**src/rtl/imu_fp_pkg.sv**
```systemverilog
// package: frame layout constants, register indexes, frame record type and a magnitude helper
package imu_fp_pkg;

	localparam int unsigned POS_W   = 6;
	localparam int unsigned THR_W   = 17;
	localparam int unsigned REG_IDX_W = 2;

	typedef logic [POS_W-1:0] imu_fp_pos_t;
	typedef logic [REG_IDX_W-1:0] imu_fp_reg_idx_t;

	localparam logic [7:0] SYNC_A = 8'h55;
	localparam logic [7:0] SYNC_B = 8'h50;

	localparam imu_fp_pos_t POS_SYNC_A   = 6'd0;
	localparam imu_fp_pos_t POS_SYNC_B   = 6'd1;
	localparam imu_fp_pos_t POS_HOUR     = 6'd5;
	localparam imu_fp_pos_t POS_MINUTE   = 6'd6;
	localparam imu_fp_pos_t POS_SECOND   = 6'd7;
	localparam imu_fp_pos_t POS_MS_LO    = 6'd8;
	localparam imu_fp_pos_t POS_MS_HI    = 6'd9;
	localparam imu_fp_pos_t POS_CHK0     = 6'd10;
	localparam imu_fp_pos_t POS_SUB1     = 6'd11;
	localparam imu_fp_pos_t POS_AX_LO    = 6'd13;
	localparam imu_fp_pos_t POS_AX_HI    = 6'd14;
	localparam imu_fp_pos_t POS_AY_LO    = 6'd15;
	localparam imu_fp_pos_t POS_AY_HI    = 6'd16;
	localparam imu_fp_pos_t POS_AZ_LO    = 6'd17;
	localparam imu_fp_pos_t POS_AZ_HI    = 6'd18;
	localparam imu_fp_pos_t POS_CHK1     = 6'd21;
	localparam imu_fp_pos_t POS_SUB2     = 6'd22;
	localparam imu_fp_pos_t POS_GX_LO    = 6'd24;
	localparam imu_fp_pos_t POS_GX_HI    = 6'd25;
	localparam imu_fp_pos_t POS_GY_LO    = 6'd26;
	localparam imu_fp_pos_t POS_GY_HI    = 6'd27;
	localparam imu_fp_pos_t POS_GZ_LO    = 6'd28;
	localparam imu_fp_pos_t POS_GZ_HI    = 6'd29;
	localparam imu_fp_pos_t POS_CHK2     = 6'd32;
	localparam imu_fp_pos_t POS_FRAME_LEN = 6'd33;

	localparam imu_fp_reg_idx_t REG_LAUNCH    = 2'd0;
	localparam imu_fp_reg_idx_t REG_STEADY_LO = 2'd1;
	localparam imu_fp_reg_idx_t REG_STEADY_HI = 2'd2;

	localparam logic [THR_W-1:0] LAUNCH_RST    = 17'd10240;
	localparam logic [THR_W-1:0] STEADY_LO_RST = 17'd1638;
	localparam logic [THR_W-1:0] STEADY_HI_RST = 17'd6144;

	typedef struct packed {
		logic [7:0]         hour;
		logic [7:0]         minute;
		logic [7:0]         second;
		logic [15:0]        millisecond;
		logic signed [15:0] accel_x;
		logic signed [15:0] accel_y;
		logic signed [15:0] accel_z;
		logic signed [15:0] angle_x;
		logic signed [15:0] angle_y;
		logic signed [15:0] angle_z;
	} imu_fp_frame_t;

	function automatic logic [THR_W-1:0] abs_mag(input logic signed [15:0] v);
		logic [THR_W-1:0] e;
		e = {v[15], v};
		return v[15] ? (~e + 17'd1) : e;
	endfunction

endpackage

```
**src/rtl/imu_fp_if.sv**
```systemverilog
// channel interfaces: byte input, register write and result output
interface imu_fp_byte_if;
	logic       valid;
	logic       ready;
	logic [7:0] rx_byte;

	modport source (output valid, output rx_byte, input ready);
	modport sink (input valid, input rx_byte, output ready);
endinterface

interface imu_fp_cfg_if;
	logic        valid;
	logic        ready;
	logic [1:0]  index;
	logic [16:0] data;

	modport source (output valid, output index, output data, input ready);
	modport sink (input valid, input index, input data, output ready);
endinterface

interface imu_fp_result_if;
	logic               valid;
	logic               ready;
	logic [7:0]         hour;
	logic [7:0]         minute;
	logic [7:0]         second;
	logic [15:0]        millisecond;
	logic signed [15:0] accel_x;
	logic signed [15:0] accel_y;
	logic signed [15:0] accel_z;
	logic signed [15:0] angle_x;
	logic signed [15:0] angle_y;
	logic signed [15:0] angle_z;
	logic [16:0]        accel_abs_sum;
	logic [1:0]         motion_flags;

	modport source (output valid, output hour, output minute, output second,
		output millisecond, output accel_x, output accel_y, output accel_z,
		output angle_x, output angle_y, output angle_z, output accel_abs_sum,
		output motion_flags, input ready);
	modport sink (input valid, input hour, input minute, input second,
		input millisecond, input accel_x, input accel_y, input accel_z,
		input angle_x, input angle_y, input angle_z, input accel_abs_sum,
		input motion_flags, output ready);
endinterface

```
**src/rtl/imu_frame_parser_motion_detect.sv**
```systemverilog
// top level: serial frame parser with sum checks and motion flags
//
// rx carries one serial byte per word. The parser hunts for 0x55 then 0x50,
// collects the rest of a 33-byte frame and checks the sum byte of each of
// its three subpackets. A frame that fails is dropped with no result.
// res carries one word per good frame: time, raw acceleration and angle
// counts, the acceleration magnitude sum and the launched/steady flags.
// cfg writes the three thresholds (index 0 launch, 1 steady low, 2 steady
// high); it is always ready, index 3 is ignored.
// Throughput: one byte per cycle while rx.ready holds, set by the position counter
// and running sums that take a byte each cycle; one result per 33 bytes at most.
// The last byte of a frame passes the input register, parser, magnitude sum
// and result registers in that order before res is valid.
// Reset clears the position to sync hunt, the sums and all valid bits and
// loads the threshold defaults. When res stalls, up to two finished frames
// wait in the pipeline and bytes keep flowing until a third frame
// completes; then rx.ready drops until res takes a word.
module imu_frame_parser_motion_detect (
	input  logic            clk,
	input  logic            arst_n,
	imu_fp_byte_if.sink     rx,
	imu_fp_cfg_if.sink      cfg,
	imu_fp_result_if.source res
);
	import imu_fp_pkg::*;

	logic          frame_valid;
	logic          frame_ready;
	imu_fp_frame_t frame;

	imu_fp_parser u_parser (
		.clk         (clk),
		.arst_n      (arst_n),
		.rx          (rx),
		.frame_valid (frame_valid),
		.frame       (frame),
		.frame_ready (frame_ready)
	);

	imu_fp_motion u_motion (
		.clk         (clk),
		.arst_n      (arst_n),
		.cfg         (cfg),
		.frame_valid (frame_valid),
		.frame       (frame),
		.frame_ready (frame_ready),
		.res         (res)
	);

endmodule

```
**src/rtl/imu_fp_parser.sv**
```systemverilog
// frame parser: sync hunt, byte capture, running subpacket sums and checks
module imu_fp_parser (
	input  logic                   clk,
	input  logic                   arst_n,
	imu_fp_byte_if.sink            rx,
	output logic                   frame_valid,
	output imu_fp_pkg::imu_fp_frame_t frame,
	input  logic                   frame_ready
);
	import imu_fp_pkg::*;

	logic          valid_s1;
	logic [7:0]    byte_s1;
	imu_fp_pos_t   pos_q;
	logic [7:0]    sum0_q, sum1_q, sum2_q;
	logic          chk_q;
	logic          frame_valid_s2;
	imu_fp_frame_t frame_s2;
	imu_fp_frame_t cap_q;
	logic          s2_free;
	logic          consume;
	logic          in_body;
	logic          summed;
	logic          emit;

	assign s2_free  = !frame_valid_s2 || frame_ready;
	assign consume  = valid_s1 && s2_free;
	assign rx.ready = !valid_s1 || consume;

	assign in_body = (pos_q >= 6'd2) && (pos_q < POS_FRAME_LEN);
	assign summed  = in_body && (pos_q != POS_CHK0) && (pos_q != POS_CHK1) &&
		(pos_q != POS_CHK2);
	assign emit    = (pos_q == POS_CHK2) && chk_q && (byte_s1 == sum2_q);

	always_ff @(posedge clk or negedge arst_n) begin
		if (!arst_n) begin
			valid_s1       <= 1'b0;
			pos_q          <= POS_SYNC_A;
			sum0_q         <= 8'd0;
			sum1_q         <= 8'd0;
			sum2_q         <= 8'd0;
			chk_q          <= 1'b0;
			frame_valid_s2 <= 1'b0;
		end else begin
			if (rx.ready) begin
				valid_s1 <= rx.valid;
			end
			if (consume && emit) begin
				frame_valid_s2 <= 1'b1;
			end else if (frame_ready) begin
				frame_valid_s2 <= 1'b0;
			end
			if (consume) begin
				if (pos_q == POS_SYNC_A) begin
					if (byte_s1 == SYNC_A) begin
						sum0_q <= SYNC_A;
						sum1_q <= 8'd0;
						sum2_q <= 8'd0;
						pos_q  <= POS_SYNC_B;
					end
				end else if (pos_q == POS_SYNC_B) begin
					if (byte_s1 == SYNC_B) begin
						sum0_q <= sum0_q + byte_s1;
						pos_q  <= pos_q + 6'd1;
					end else begin
						pos_q <= POS_SYNC_A;
					end
				end else if (pos_q >= POS_CHK2) begin
					pos_q <= POS_SYNC_A;
				end else begin
					pos_q <= pos_q + 6'd1;
				end
				if (summed) begin
					if (pos_q < POS_SUB1) begin
						sum0_q <= sum0_q + byte_s1;
					end else if (pos_q < POS_SUB2) begin
						sum1_q <= sum1_q + byte_s1;
					end else begin
						sum2_q <= sum2_q + byte_s1;
					end
				end
				if (pos_q == POS_CHK0) begin
					chk_q <= (byte_s1 == sum0_q);
				end else if (pos_q == POS_CHK1) begin
					chk_q <= chk_q && (byte_s1 == sum1_q);
				end
			end
		end
	end

	// payload: input byte, captured fields and the frame record
	always_ff @(posedge clk) begin
		if (rx.ready && rx.valid) begin
			byte_s1 <= rx.rx_byte;
		end
		if (consume) begin
			case (pos_q)
				POS_HOUR:   cap_q.hour               <= byte_s1;
				POS_MINUTE: cap_q.minute             <= byte_s1;
				POS_SECOND: cap_q.second             <= byte_s1;
				POS_MS_LO:  cap_q.millisecond[7:0]   <= byte_s1;
				POS_MS_HI:  cap_q.millisecond[15:8]  <= byte_s1;
				POS_AX_LO:  cap_q.accel_x[7:0]       <= byte_s1;
				POS_AX_HI:  cap_q.accel_x[15:8]      <= byte_s1;
				POS_AY_LO:  cap_q.accel_y[7:0]       <= byte_s1;
				POS_AY_HI:  cap_q.accel_y[15:8]      <= byte_s1;
				POS_AZ_LO:  cap_q.accel_z[7:0]       <= byte_s1;
				POS_AZ_HI:  cap_q.accel_z[15:8]      <= byte_s1;
				POS_GX_LO:  cap_q.angle_x[7:0]       <= byte_s1;
				POS_GX_HI:  cap_q.angle_x[15:8]      <= byte_s1;
				POS_GY_LO:  cap_q.angle_y[7:0]       <= byte_s1;
				POS_GY_HI:  cap_q.angle_y[15:8]      <= byte_s1;
				POS_GZ_LO:  cap_q.angle_z[7:0]       <= byte_s1;
				POS_GZ_HI:  cap_q.angle_z[15:8]      <= byte_s1;
				default: ;
			endcase
			if (emit) begin
				frame_s2 <= cap_q;
			end
		end
	end

	assign frame_valid = frame_valid_s2;
	assign frame       = frame_s2;

endmodule

```
**src/rtl/imu_fp_motion.sv**
```systemverilog
// motion stage: threshold registers, acceleration magnitude sum, flags, result register
module imu_fp_motion (
	input  logic                      clk,
	input  logic                      arst_n,
	imu_fp_cfg_if.sink                cfg,
	input  logic                      frame_valid,
	input  imu_fp_pkg::imu_fp_frame_t frame,
	output logic                      frame_ready,
	imu_fp_result_if.source           res
);
	import imu_fp_pkg::*;

	logic [THR_W-1:0] launch_q, steady_lo_q, steady_hi_q;
	logic             valid_s3;
	imu_fp_frame_t    frame_s3;
	logic [THR_W-1:0] sum_s3;
	logic             out_valid_q;
	imu_fp_frame_t    out_frame_q;
	logic [THR_W-1:0] out_sum_q;
	logic [1:0]       out_flags_q;
	logic             out_free;
	logic             s3_free;
	logic [THR_W-1:0] abs_sum;
	logic [1:0]       flags;

	assign out_free    = !out_valid_q || res.ready;
	assign s3_free     = !valid_s3 || out_free;
	assign frame_ready = s3_free;
	assign cfg.ready   = 1'b1;

	assign abs_sum = abs_mag(frame.accel_x) + abs_mag(frame.accel_y) +
		abs_mag(frame.accel_z);

	always_comb begin
		flags    = 2'b00;
		flags[0] = sum_s3 > launch_q;
		flags[1] = (sum_s3 > steady_lo_q) && (sum_s3 < steady_hi_q);
	end

	always_ff @(posedge clk or negedge arst_n) begin
		if (!arst_n) begin
			launch_q    <= LAUNCH_RST;
			steady_lo_q <= STEADY_LO_RST;
			steady_hi_q <= STEADY_HI_RST;
			valid_s3    <= 1'b0;
			out_valid_q <= 1'b0;
		end else begin
			if (cfg.valid) begin
				case (cfg.index)
					REG_LAUNCH:    launch_q    <= cfg.data;
					REG_STEADY_LO: steady_lo_q <= cfg.data;
					REG_STEADY_HI: steady_hi_q <= cfg.data;
					default: ;
				endcase
			end
			if (s3_free) begin
				valid_s3 <= frame_valid;
			end
			if (out_free) begin
				out_valid_q <= valid_s3;
			end
		end
	end

	always_ff @(posedge clk) begin
		if (s3_free && frame_valid) begin
			frame_s3 <= frame;
			sum_s3   <= abs_sum;
		end
		if (out_free && valid_s3) begin
			out_frame_q <= frame_s3;
			out_sum_q   <= sum_s3;
			out_flags_q <= flags;
		end
	end

	assign res.valid         = out_valid_q;
	assign res.hour          = out_frame_q.hour;
	assign res.minute        = out_frame_q.minute;
	assign res.second        = out_frame_q.second;
	assign res.millisecond   = out_frame_q.millisecond;
	assign res.accel_x       = out_frame_q.accel_x;
	assign res.accel_y       = out_frame_q.accel_y;
	assign res.accel_z       = out_frame_q.accel_z;
	assign res.angle_x       = out_frame_q.angle_x;
	assign res.angle_y       = out_frame_q.angle_y;
	assign res.angle_z       = out_frame_q.angle_z;
	assign res.accel_abs_sum = out_sum_q;
	assign res.motion_flags  = out_flags_q;

endmodule

```
**src/flat_wrapper.sv**
```systemverilog
// flat-port wrapper written by rule: the top's interface ports become plain ports
module imu_frame_parser_motion_detect_flat import imu_fp_pkg::*;
  (clk, arst_n, rx_valid, rx_rx_byte, rx_ready, cfg_valid, cfg_index, cfg_data, cfg_ready, res_valid, res_hour, res_minute, res_second, res_millisecond, res_accel_x, res_accel_y, res_accel_z, res_angle_x, res_angle_y, res_angle_z, res_accel_abs_sum, res_motion_flags, res_ready);
  imu_fp_byte_if rx_i ();
  imu_fp_cfg_if cfg_i ();
  imu_fp_result_if res_i ();
  input  logic clk;
  input  logic arst_n;
  input wire logic [$bits(rx_i.valid)-1:0] rx_valid;
  input wire logic [$bits(rx_i.rx_byte)-1:0] rx_rx_byte;
  output wire logic [$bits(rx_i.ready)-1:0] rx_ready;
  input wire logic [$bits(cfg_i.valid)-1:0] cfg_valid;
  input wire logic [$bits(cfg_i.index)-1:0] cfg_index;
  input wire logic [$bits(cfg_i.data)-1:0] cfg_data;
  output wire logic [$bits(cfg_i.ready)-1:0] cfg_ready;
  output wire logic [$bits(res_i.valid)-1:0] res_valid;
  output wire logic [$bits(res_i.hour)-1:0] res_hour;
  output wire logic [$bits(res_i.minute)-1:0] res_minute;
  output wire logic [$bits(res_i.second)-1:0] res_second;
  output wire logic [$bits(res_i.millisecond)-1:0] res_millisecond;
  output wire logic [$bits(res_i.accel_x)-1:0] res_accel_x;
  output wire logic [$bits(res_i.accel_y)-1:0] res_accel_y;
  output wire logic [$bits(res_i.accel_z)-1:0] res_accel_z;
  output wire logic [$bits(res_i.angle_x)-1:0] res_angle_x;
  output wire logic [$bits(res_i.angle_y)-1:0] res_angle_y;
  output wire logic [$bits(res_i.angle_z)-1:0] res_angle_z;
  output wire logic [$bits(res_i.accel_abs_sum)-1:0] res_accel_abs_sum;
  output wire logic [$bits(res_i.motion_flags)-1:0] res_motion_flags;
  input wire logic [$bits(res_i.ready)-1:0] res_ready;
  assign rx_i.valid = rx_valid;
  assign rx_i.rx_byte = rx_rx_byte;
  assign rx_ready = rx_i.ready;
  assign cfg_i.valid = cfg_valid;
  assign cfg_i.index = cfg_index;
  assign cfg_i.data = cfg_data;
  assign cfg_ready = cfg_i.ready;
  assign res_valid = res_i.valid;
  assign res_hour = res_i.hour;
  assign res_minute = res_i.minute;
  assign res_second = res_i.second;
  assign res_millisecond = res_i.millisecond;
  assign res_accel_x = res_i.accel_x;
  assign res_accel_y = res_i.accel_y;
  assign res_accel_z = res_i.accel_z;
  assign res_angle_x = res_i.angle_x;
  assign res_angle_y = res_i.angle_y;
  assign res_angle_z = res_i.angle_z;
  assign res_accel_abs_sum = res_i.accel_abs_sum;
  assign res_motion_flags = res_i.motion_flags;
  assign res_i.ready = res_ready;
  imu_frame_parser_motion_detect u_core (.clk(clk), .arst_n(arst_n), .rx(rx_i), .cfg(cfg_i), .res(res_i));
endmodule
```
**config.mk**
```make
export PLATFORM = sky130hd
export DESIGN_NAME = imu_frame_parser_motion_detect_flat
export DESIGN_NICKNAME = d
export VERILOG_FILES = /design/src/rtl/imu_fp_pkg.sv /design/src/rtl/imu_fp_if.sv /design/src/rtl/imu_frame_parser_motion_detect.sv /design/src/rtl/imu_fp_parser.sv /design/src/rtl/imu_fp_motion.sv /design/src/flat_wrapper.sv
export SDC_FILE = /design/constraint.sdc
export NUM_CORES = 1
export LEC_CHECK = 0
export BUFFER_PORTS_ARGS = -buffer_cell sky130_fd_sc_hd__buf_4
export CAP_MARGIN = 20
export CORE_MARGIN = 5
export CORE_UTILIZATION = 57
export CTS_CLUSTER_DIAMETER = 30
export DETAILED_ROUTE_END_ITERATION = 8
export PLACE_DENSITY = 0.76
export SYNTH_ARGS = -nofsm -noshare
export SYNTH_HDL_FRONTEND = slang
export SYNTH_SLANG_ARGS = --single-unit
```
**constraint.sdc**
```tcl
create_clock -name clk -period 12.6 [get_ports clk]
set_input_delay 1.89 -clock clk [delete_from_list [all_inputs] [get_ports clk]]
set_output_delay 1.89 -clock clk [all_outputs]
set_load 0.02 [all_outputs]
```
==> results of run 1 <==
[cell usage after synthesis, types with 5 or more instances]
| cell type | number | area (um^2) |
|---|---|---|
| a211oi_1 | 5 | 37.5 |
| a21o_1 | 20 | 150 |
| a21oi_1 | 40 | 200 |
| a31oi_1 | 6 | 37.5 |
| and3_1 | 7 | 43.8 |
| clkbuf_1 | 12 | 45.0 |
| dfrtp_1 | 76 | 1900 |
| dfstp_2 | 10 | 263 |
| edfxtp_1 | 588 | 17700 |
| fa_1 | 20 | 400 |
| ha_1 | 94 | 1180 |
| inv_1 | 118 | 443 |
| mux2_2 | 35 | 394 |
| mux2i_1 | 9 | 90.1 |
| nand2_1 | 63 | 236 |
| nand2b_1 | 11 | 68.8 |
| nand3_1 | 27 | 135 |
| nand3_2 | 6 | 60.1 |
| nand4_1 | 11 | 68.8 |
| nor2_1 | 42 | 158 |
| nor2b_1 | 11 | 68.8 |
| nor3_1 | 21 | 105 |
| nor4_1 | 13 | 81.3 |
| o211ai_1 | 5 | 37.5 |
| o21a_1 | 7 | 52.6 |
| o21ai_0 | 61 | 305 |
| o21ai_2 | 5 | 43.8 |
| o31ai_1 | 9 | 67.6 |
| o41ai_1 | 11 | 96.3 |
| or3_1 | 8 | 50.1 |
| xnor2_1 | 16 | 140 |
| xor2_1 | 51 | 447 |
[placed cells by master (no fill, tap or decap), drive strengths merged, types with 21 or more instances in the layout]
master | synthesis | routed
a21oi | 40 | 40
buf | 10 | 210
clkbuf | 12 | 123
clkinv | 0 | 37
dfrtp | 76 | 76
edfxtp | 588 | 588
ha | 94 | 94
inv | 118 | 143
mux2 | 35 | 35
nand2 | 63 | 63
nand3 | 33 | 33
nor2 | 43 | 43
nor3 | 21 | 21
o21ai | 67 | 67
xor2 | 51 | 51
[registers in the layout (all words and copies together) (netlist names), 17 cells and up]
name	cells
u_core.u_motion.sum_s3	17
u_core.u_motion.res.accel_abs_sum	17
u_core.u_parser.frame	136
u_core.u_motion.frame_s3	136
u_core.u_motion.steady_lo_q	17
u_core.u_motion.launch_q	17
u_core.u_motion.steady_hi_q	17
u_core.u_parser.cap_q	136
[power by group]
| group | total [uW] | switching (uW) | internal [uW] | leakage, uW |
|---|---|---|---|---|
| clock | 2880 | 1100 | 1780 | 0.00174 |
| sequential | 2530 | 50.1 | 2480 | 0.00635 |
| combinational | 410 | 246 | 164 | 0.00377 |
[area by class of cell]
class / count / area, um^2
Clock buffer: 120 / 2770
Clock inverter: 81 / 841
Fill cell: 2640 / 12900
Inverter: 118 / 443
Multi-Input combinational cell: 671 / 5290
Sequential cell: 674 / 19800
Tap cell: 592 / 741
Timing Repair Buffer: 213 / 1650
[stage by stage]
step	cell area [um^2]	total power (uW)	utilization	cells
6_report	31500	5830	0.710	2469
5_1_grt	31500	6020	0.710	2469
4_1_cts	31500	5850	0.708	2462
3_5_place_dp	27900	2960	0.627	2261
3_3_place_gp	27800	2940	0.627	2260
2_1_floorplan	25700	2850	-	1485
[metal layers]
layer,GRT usage,routed length (um),vias to the layer above
met2,0.358,27300,596
li1,-,-,6227
met1,0.282,21600,6845
met5,0,0,-
met4,0.0966,1850,0
met3,0.0483,3810,125
[cell families after synthesis]
family / synth area share
compound gates: 0.0513
xor+xnor: 0.0229
fa+ha+maj: 0.0614
buf+inv: 0.0227
flops: 0.772
mux: 0.0189
other cells: 0.000146
simple gates: 0.0508
[final timing paths]
path	start	end	slack (ps)
min in group asynchronous	arst_n	u_core.u_motion.steady_lo_q[11]	1130
max in group asynchronous	arst_n	u_core.u_parser.sum0_q[3]	10210
min	u_core.u_motion.frame_s3[72]	u_core.u_motion.res.accel_y[8]	410
max	u_core.u_parser.frame[64]	u_core.u_motion.sum_s3[15]	8150
max reg2reg	u_core.u_parser.frame[64]	u_core.u_motion.sum_s3[15]	8150
min reg2reg	u_core.u_motion.frame_s3[72]	u_core.u_motion.res.accel_y[8]	410
==> out/qor.csv, run 1 <==
metric,value,unit
fin_setup_tns,0,ps
first_pass_iters,5,
synth.distinct_cells,70,
hpwl,31900,um
critical_path_buf_inv_count,2,
worstSkewPairLatency,650,ps
initialDrtViolationCount,1270,
cellPowerDensity,185,nW/um^2
syn_nets,1631,
cts_buffer_depth,3,
grt_pass1_vias,14300,
grt_pass1_wl,82700,um
relSlewSlack,0.317,
wirelength,54500,um
core,44400,um^2
min_period,4450,ps
rr_worst_depth,16,
hold_slack,406,ps
crit_fanout,5,
drive_gt1_frac,0.250,
crit_cells,16,
outcome,"complete, no violations",
worst_pin_slew,1020,ps
ir_worst_vdd,0.000130,V
grt_use_total,0.218,
grt-ovfl-total,0,
end_kind,register,
hold_viol,0,
crit_type,reg2reg,
synth_flop_cell,edfxtp_1,
synth_edf_count,588,
layout_setup_ws,8150,ps
power.leakage,0.0119,uW
required,12960,ps
critPathMaxStageDelay,520,ps
cts_tree,built,
clkSinkCount,674,
io_pins,190,
io_buffers,188,
max_freq,225,MHz
cts_hold_buf,0,
syn_inst,1485,
ctsRootBufferMaster,clkbuf_16,
drcViolationCount,0,
hp-class,reg2reg,
vias,13800,
slew_viol_final,0,
cap_violations,0,
clk_pin_slew_worst_paths,50,ps
grt_max_degree,92,
routedWlPerCell,22.1,um
dieArea,49400,um^2
min_period_over_period,0.353,
num_rows,77,
setup_viol,0,
crit_family,compound AO/OA/AOI/OAI gates,
seq_area_frac_synth,0.772,
fin_skew,33.0,ps
cpMaxStageDelayCell,fa_1,
crit_arrival,4810,ps
place.gp.congestion,0.878,
insertedDiodeCount,0,
pre_cts_slack,8050,ps
async_reset_ff_frac,0.128,
numCtsBuffers,107,
area_growth,22.9,%
final_nets,1931,
synth_area_per_cell,17.3,um^2
fp.dieH,222,um
antenna_found_initial,0,
ctsResizeCount,0,
yosysWarnings,0,
die_w,222,um
viasPerCell,5.59,
ys_ff_latch,674,
syn_area,25700,um^2
ant_nets,0,
rsz0062_at_grt,false,
cts_setup_buffers,0,
initial_core_util,0.578,
whs_path_depth,0,
crit_chain,inv_1 -> ha_1 -> nand2b_1 -> or4_1 -> or2_2 -> o41ai_1 -> xor2_1 -> fa_1 -> inv_1 -> ha_1 -> a21o_1 -> a21oi_1 -> a31o_2 -> a41oi_1 -> mux2i_1 -> o2111ai_1,
htreeDepth,3,
critPathLaunchType,register,
Power figures use the tool's default switching activity.
==> inputs of run 2 (changes only) <==
==> constraint.sdc (replaced) <==
create_clock -name clk -period 4.2 [get_ports clk]
set_input_delay 0.63 -clock clk [delete_from_list [all_inputs] [get_ports clk]]
set_output_delay 0.63 -clock clk [all_outputs]
set_load 0.02 [all_outputs]
==> out/qor.csv, run 2 (synthesis results as in run 1) <==
metric,value,unit,change
placed_cells,2275,,+0.62%
r2r_start,u_core.u_parser.frame[86],,
grt_use_total,0.215,,-0.00305
final_common_cell,edfxtp_1,,
grt-ovfl-total,0,,unchanged
crit_type,reg2reg,,
core,44400,um^2,unchanged
end_kind,register,,
fp.dieH,222,um,unchanged
io_pins,190,,unchanged
initialDrtViolationCount,1023,,-19%
numCtsBuffers,109,,+1.9%
vias,13600,,-1.3%
viasPerCell,5.48,,-1.9%
rr_worst_depth,13,,-3
ant_nets,0,,unchanged
crit_arrival,4420,ps,-390 ps
max_freq,247,MHz,+10%
insertedDiodeCount,0,,unchanged
min_period_over_period,0.962,,+0.609
fin_skew,52.7,ps,+19.7 ps
outcome,"complete, no violations",,
required,4580,ps,-8380 ps
grt_max_degree,104,,+13%
antenna_found_initial,0,,unchanged
wirelength,52900,um,-3.0%
hold_viol,0,,unchanged
io_buffers,188,,unchanged
routedWlPerCell,21.3,um,-3.6%
relSlewSlack,0.315,,-0.00205
place.gp.congestion,0.893,,+1.8%
drcViolationCount,0,,unchanged
num_rows,77,,unchanged
layout_common_cells,"edfxtp_1, buf_4, inv_1",,
htreeDepth,3,,unchanged
r2r_slack,160,ps,-7990 ps
die_w,222,um,unchanged
cap_violations,0,,unchanged
grt_pass1_vias,14300,,-0.52%
cts_buffer_depth,3,,unchanged
layout.cells.non_filler,2485,,+0.65%
clk_pin_slew_worst_paths,50,ps,about the same
final_nets,1943,,+0.62%
cts_hold_buf,0,,unchanged
finalInstanceArea,32000,um^2,+1.4%
cts_tree,built,,
ctsRootBufferMaster,clkbuf_16,,
pre_cts_slack,-43.4,ps,-8100 ps
min_period,4040,ps,-409 ps
grt_pass1_wl,82500,um,-0.24%
power.total,17900,uW,+210%
critPathLaunchType,register,,
dieArea,49400,um^2,unchanged
worstSkewPairLatency,670,ps,+20 ps
hp-class,in2async,,
worst_pin_slew,1020,ps,+7.80 ps
area_growth,24.6,%,
first_pass_iters,5,,unchanged
clkSinkCount,674,,unchanged
initial_core_util,0.578,,unchanged
layout_setup_ws,158,ps,-7990 ps
slew_viol_final,0,,unchanged
crit_fanout,4,,-1
ir_worst_vdd,0.000545,V,+320%
rr_endpoint,u_core.u_motion.sum_s3[15],,
drive_gt1_frac,0.259,,+0.00845
cellPowerDensity,559,nW/um^2,+200%
fin_setup_tns,0,ps,unchanged
power.leakage,0.0120,uW,+1.4%
hpwl,31900,um,about the same
placed_area,28000,um^2,+0.69%
setup_viol,0,,unchanged
-- run 2: cell types whose count changed in the layout (fill, tap and decap cells not counted), sizes merged --
cell and delta:
buf +13, inv -9, clkinv +4, bufinv +8
clkbuf +1, clkinvlp -1
-- run 2: repair_timing --
item                                    in CTS  in global routing
gates resized for setup                      4                 11
buffers inserted                             0                  3
endpoints found under the setup margin       2                  4
pin swaps                                    0                  4
gates cloned                                 0                  0
-- run 2: per-layer routing --
layer / vias up / global-route usage / share of wire / wire length [um]
met5: - / 0 / 0 / 0
met4: 0 / 0.0638 / 0.023 / 1200
li1: 6226 / - / - / -
met1: 6836 / 0.285 / 0.41 / 21500
met3: 86 / 0.0455 / 0.058 / 3050
met2: 466 / 0.363 / 0.51 / 27100
-- run 2: per-stage QoR --
step	utilization	hold WS [ps]
floorplan	-	334
global placement	0.632	401
detailed placement	0.632	405
CTS	0.718	104
global route	0.720	120
finish	0.720	84.3
-- run 2: worst max path at each step --
stage                                          start                    endpoint  cells past startpoint
after floorplan           u_core.u_parser.byte_s1[1]    u_core.u_parser.frame[0]                      4
after global placement     u_core.u_parser.frame[64]  u_core.u_motion.sum_s3[15]                     16
after detailed placement   u_core.u_parser.frame[64]  u_core.u_motion.sum_s3[15]                     16
after CTS                  u_core.u_parser.frame[64]  u_core.u_motion.sum_s3[15]                     16
after global routing       u_core.u_parser.frame[64]  u_core.u_motion.sum_s3[16]                     15
final                      u_core.u_parser.frame[86]  u_core.u_motion.sum_s3[15]                     13
-- run 2: final cells by class --
cell class | count | area, um^2
clock buffers | 124 | 2780
repair buffers | 223 | 1720
inverters | 118 | 443
fillers | 2552 | 12400
multi-input cells | 671 | 5430
well taps | 592 | 741
flip-flops and latches | 674 | 19800
clock inverters | 83 | 1050
-- run 2: power by group --
part | leakage (uW) | internal (uW) | switching, uW
Sequential | 0.00635 | 7450 | 146
Clock | 0.00184 | 5830 | 3260
Combinational | 0.00384 | 493 | 706
Total | 0.0120 | 13800 | 4110
-- run 2: worst max-delay path, stage by stage (launching register included) --
cell and delay (ps):
edfxtp_1 450, or4_4 570, or3_4 410, o31ai_1 250
xor2_1 140, fa_1 550, inv_1 60, ha_4 280
a21o_1 140, a21oi_1 120, a31o_2 270, a41oi_2 200
mux2i_1 200, o2111ai_1 120
==> inputs of run 3 (changes only) <==
--- a/config.mk
+++ b/config.mk
@@ -8,10 +8,11 @@
 export BUFFER_PORTS_ARGS = -buffer_cell sky130_fd_sc_hd__buf_4
 export CAP_MARGIN = 20
 export CORE_MARGIN = 5
-export CORE_UTILIZATION = 57
+export CORE_UTILIZATION = 60
 export CTS_CLUSTER_DIAMETER = 30
 export DETAILED_ROUTE_END_ITERATION = 8
-export PLACE_DENSITY = 0.76
+export GPL_TIMING_DRIVEN = 0
+export PLACE_DENSITY = 0.8
 export SYNTH_ARGS = -nofsm -noshare
 export SYNTH_HDL_FRONTEND = slang
 export SYNTH_SLANG_ARGS = --single-unit
==> out/qor.csv, run 3 (synthesis results as in run 1) <==
metric,value,unit,change
initialDrtViolationCount,1410,,+38%
drcViolationCount,0,,unchanged
hpwl,33600,um,+5.4%
rsz0062_at_grt,true,,
io_pins,190,,unchanged
ir_worst_vdd,0.000445,V,-18%
num_rows,75,,-2.6%
antenna_found_initial,1,,+1
end_kind,register,,
drive_gt1_frac,0.265,,+0.00638
cts_buffer_depth,3,,unchanged
fin_skew,25.8,ps,-26.9 ps
grt_max_degree,74,,-29%
crit_arrival,4500,ps,+80 ps
hold_viol,0,,unchanged
initial_core_util,0.609,,+0.0313
dieArea,47000,um^2,-4.8%
layout_common_cells,"edfxtp_1, buf_4, inv_1",,
relSlewSlack,0.237,,-0.0779
fp.dieH,217,um,-2.4%
grt_pass1_wl,88600,um,+7.4%
r2r_start,u_core.u_parser.frame[50],,
final_nets,1959,,+0.82%
min_period,4130,ps,+89.5 ps
rr_endpoint,u_core.u_motion.sum_s3[15],,
hold_end,u_core.u_parser.byte_s1[0],,
core,42100,um^2,-5.1%
viasPerCell,5.79,,+5.7%
slew_viol_final,0,,unchanged
cap_violations,0,,unchanged
worstSkewPairLatency,650,ps,-20 ps
insertedDiodeCount,0,,unchanged
cts_tree,built,,
clkSinkCount,674,,unchanged
grt_use_total,0.247,,+0.0324
setup_viol,0,,unchanged
hp-class,in2reg,,
cellPowerDensity,548,nW/um^2,-2.0%
io_buffers,188,,unchanged
crit_type,reg2reg,,
nFillCells,2208,,-13%
r2r_slack,70,ps,-90 ps
grt-ovfl-total,0,,unchanged
worst_pin_slew,1140,ps,+120 ps
first_pass_iters,7,,+2
place.gp.congestion,0.852,,-4.6%
post-route-util,0.762,,+0.0411
min_from,rx_rx_byte[0],,
die_w,217,um,-2.4%
crit_fanout,6,,+2
ant_nets,0,,unchanged
routedWlPerCell,23.6,um,+11%
grt_pass1_vias,15100,,+6.0%
placed_area,28300,um^2,+1.0%
outcome,"complete, no violations",,
final_common_cell,edfxtp_1,,
min_period_over_period,0.984,,+0.0213
area_growth,25.0,%,
htreeDepth,3,,unchanged
ctsRootBufferMaster,clkbuf_16,,
required,4570,ps,about the same
numCtsBuffers,104,,-4.6%
critPathLaunchType,register,,
max_freq,242,MHz,-2.2%
power.leakage,0.0121,uW,+0.36%
whs_path_depth,1,,
wirelength,57700,um,+9.2%
clk_pin_slew_worst_paths,60,ps,about the same
finalInstanceArea,32100,um^2,+0.27%
rr_worst_depth,15,,+2
vias,14100,,+3.9%
-- run 3: cell count changes in the layout (fill, tap and decap cells not counted), moves of 3 or more --
cell / before / now
buf_16: 0 / 14
buf_2: 0 / 3
buf_6: 0 / 4
clkinv_2: 14 / 20
clkinv_1: 15 / 8
buf_4: 219 / 202
clkbuf_1: 15 / 21
bufinv_16: 16 / 12
clkinv_16: 4 / 0
clkbuf_16: 109 / 105
buf_8: 0 / 3
nor4_1: 12 / 9
inv_6: 10 / 13
clkbuf_8: 0 / 3
-- run 3: worst max-delay path by stage --
stage / cells after the start / from / to
after global routing: 15 / u_core.u_parser.frame[50] / u_core.u_motion.sum_s3[15]
after floorplan: 4 / u_core.u_parser.byte_s1[1] / u_core.u_parser.frame[0]
after global placement: 4 / u_core.u_parser.byte_s1[1] / u_core.u_parser.frame[17]
after detailed placement: 16 / u_core.u_parser.frame[64] / u_core.u_motion.sum_s3[15]
after CTS: 16 / u_core.u_parser.frame[64] / u_core.u_motion.sum_s3[15]
final: 15 / u_core.u_parser.frame[50] / u_core.u_motion.sum_s3[15]
-- run 3: final cells by class --
class	instances	area [um^2]	area share
inverter	118	443	0.0138
timing repair buffer	222	1980	0.0618
sequential	674	19800	0.618
multi-input combinational	671	5460	0.170
buffer	22	140	0.00437
clock inverter	80	862	0.0269
tap	539	674	0.0210
clock buffer	117	2700	0.0842
-- run 3: where the power goes --
part           internal, uW  total (uW)  leakage, uW  switching [uW]
combinational           532        1310      0.00400             777
sequential             7440        7610      0.00635             169
clock                  5440        8660      0.00173            3220
-- run 3: metal layers --
layer / vias to the layer above / GRT usage / wire length (um)
li1: 6288 / - / -
met1: 7017 / 0.312 / 21800
met2: 686 / 0.421 / 29700
met3: 155 / 0.0563 / 4360
met4: 2 / 0.0982 / 1890
met5: - / 0 / 20
-- run 3: stage by stage --
stage / std cells / hold slack (ps) / setup slack, ps / TNS [ps] / power, uW
floorplan: 1485 / 334 / -845 / -114950 / 8560
global placement: 2212 / 400 / -3140 / -425060 / 8820
detailed placement: 2235 / 405 / -212 / -297 / 8930
CTS: 2435 / 123 / 7.28 / 0 / 17700
global route: 2443 / 146 / -145 / -329 / 18200
finish: 2443 / 151 / 68.1 / 0 / 17600
-- run 3: critical path, cell delays in order, from the launching register on --
cell	delay [ps]
edfxtp_1	580
nor4_4	320
nand2b_1	130
nor2_2	190
nand2_1	110
o31ai_1	360
xor2_1	330
fa_1	470
inv_1	110
ha_4	230
a21o_1	190
a21oi_1	260
a31o_2	200
a41oi_2	50
mux2i_1	210
o2111ai_1	120
-- run 3: timing repair --
item,CTS,global route
pin swaps,0,4
hold buffers,1,0
endpoints found under the hold margin,19,0
setup buffers,2,6
resized for setup,5,15
endpoints found under the setup margin,4,25
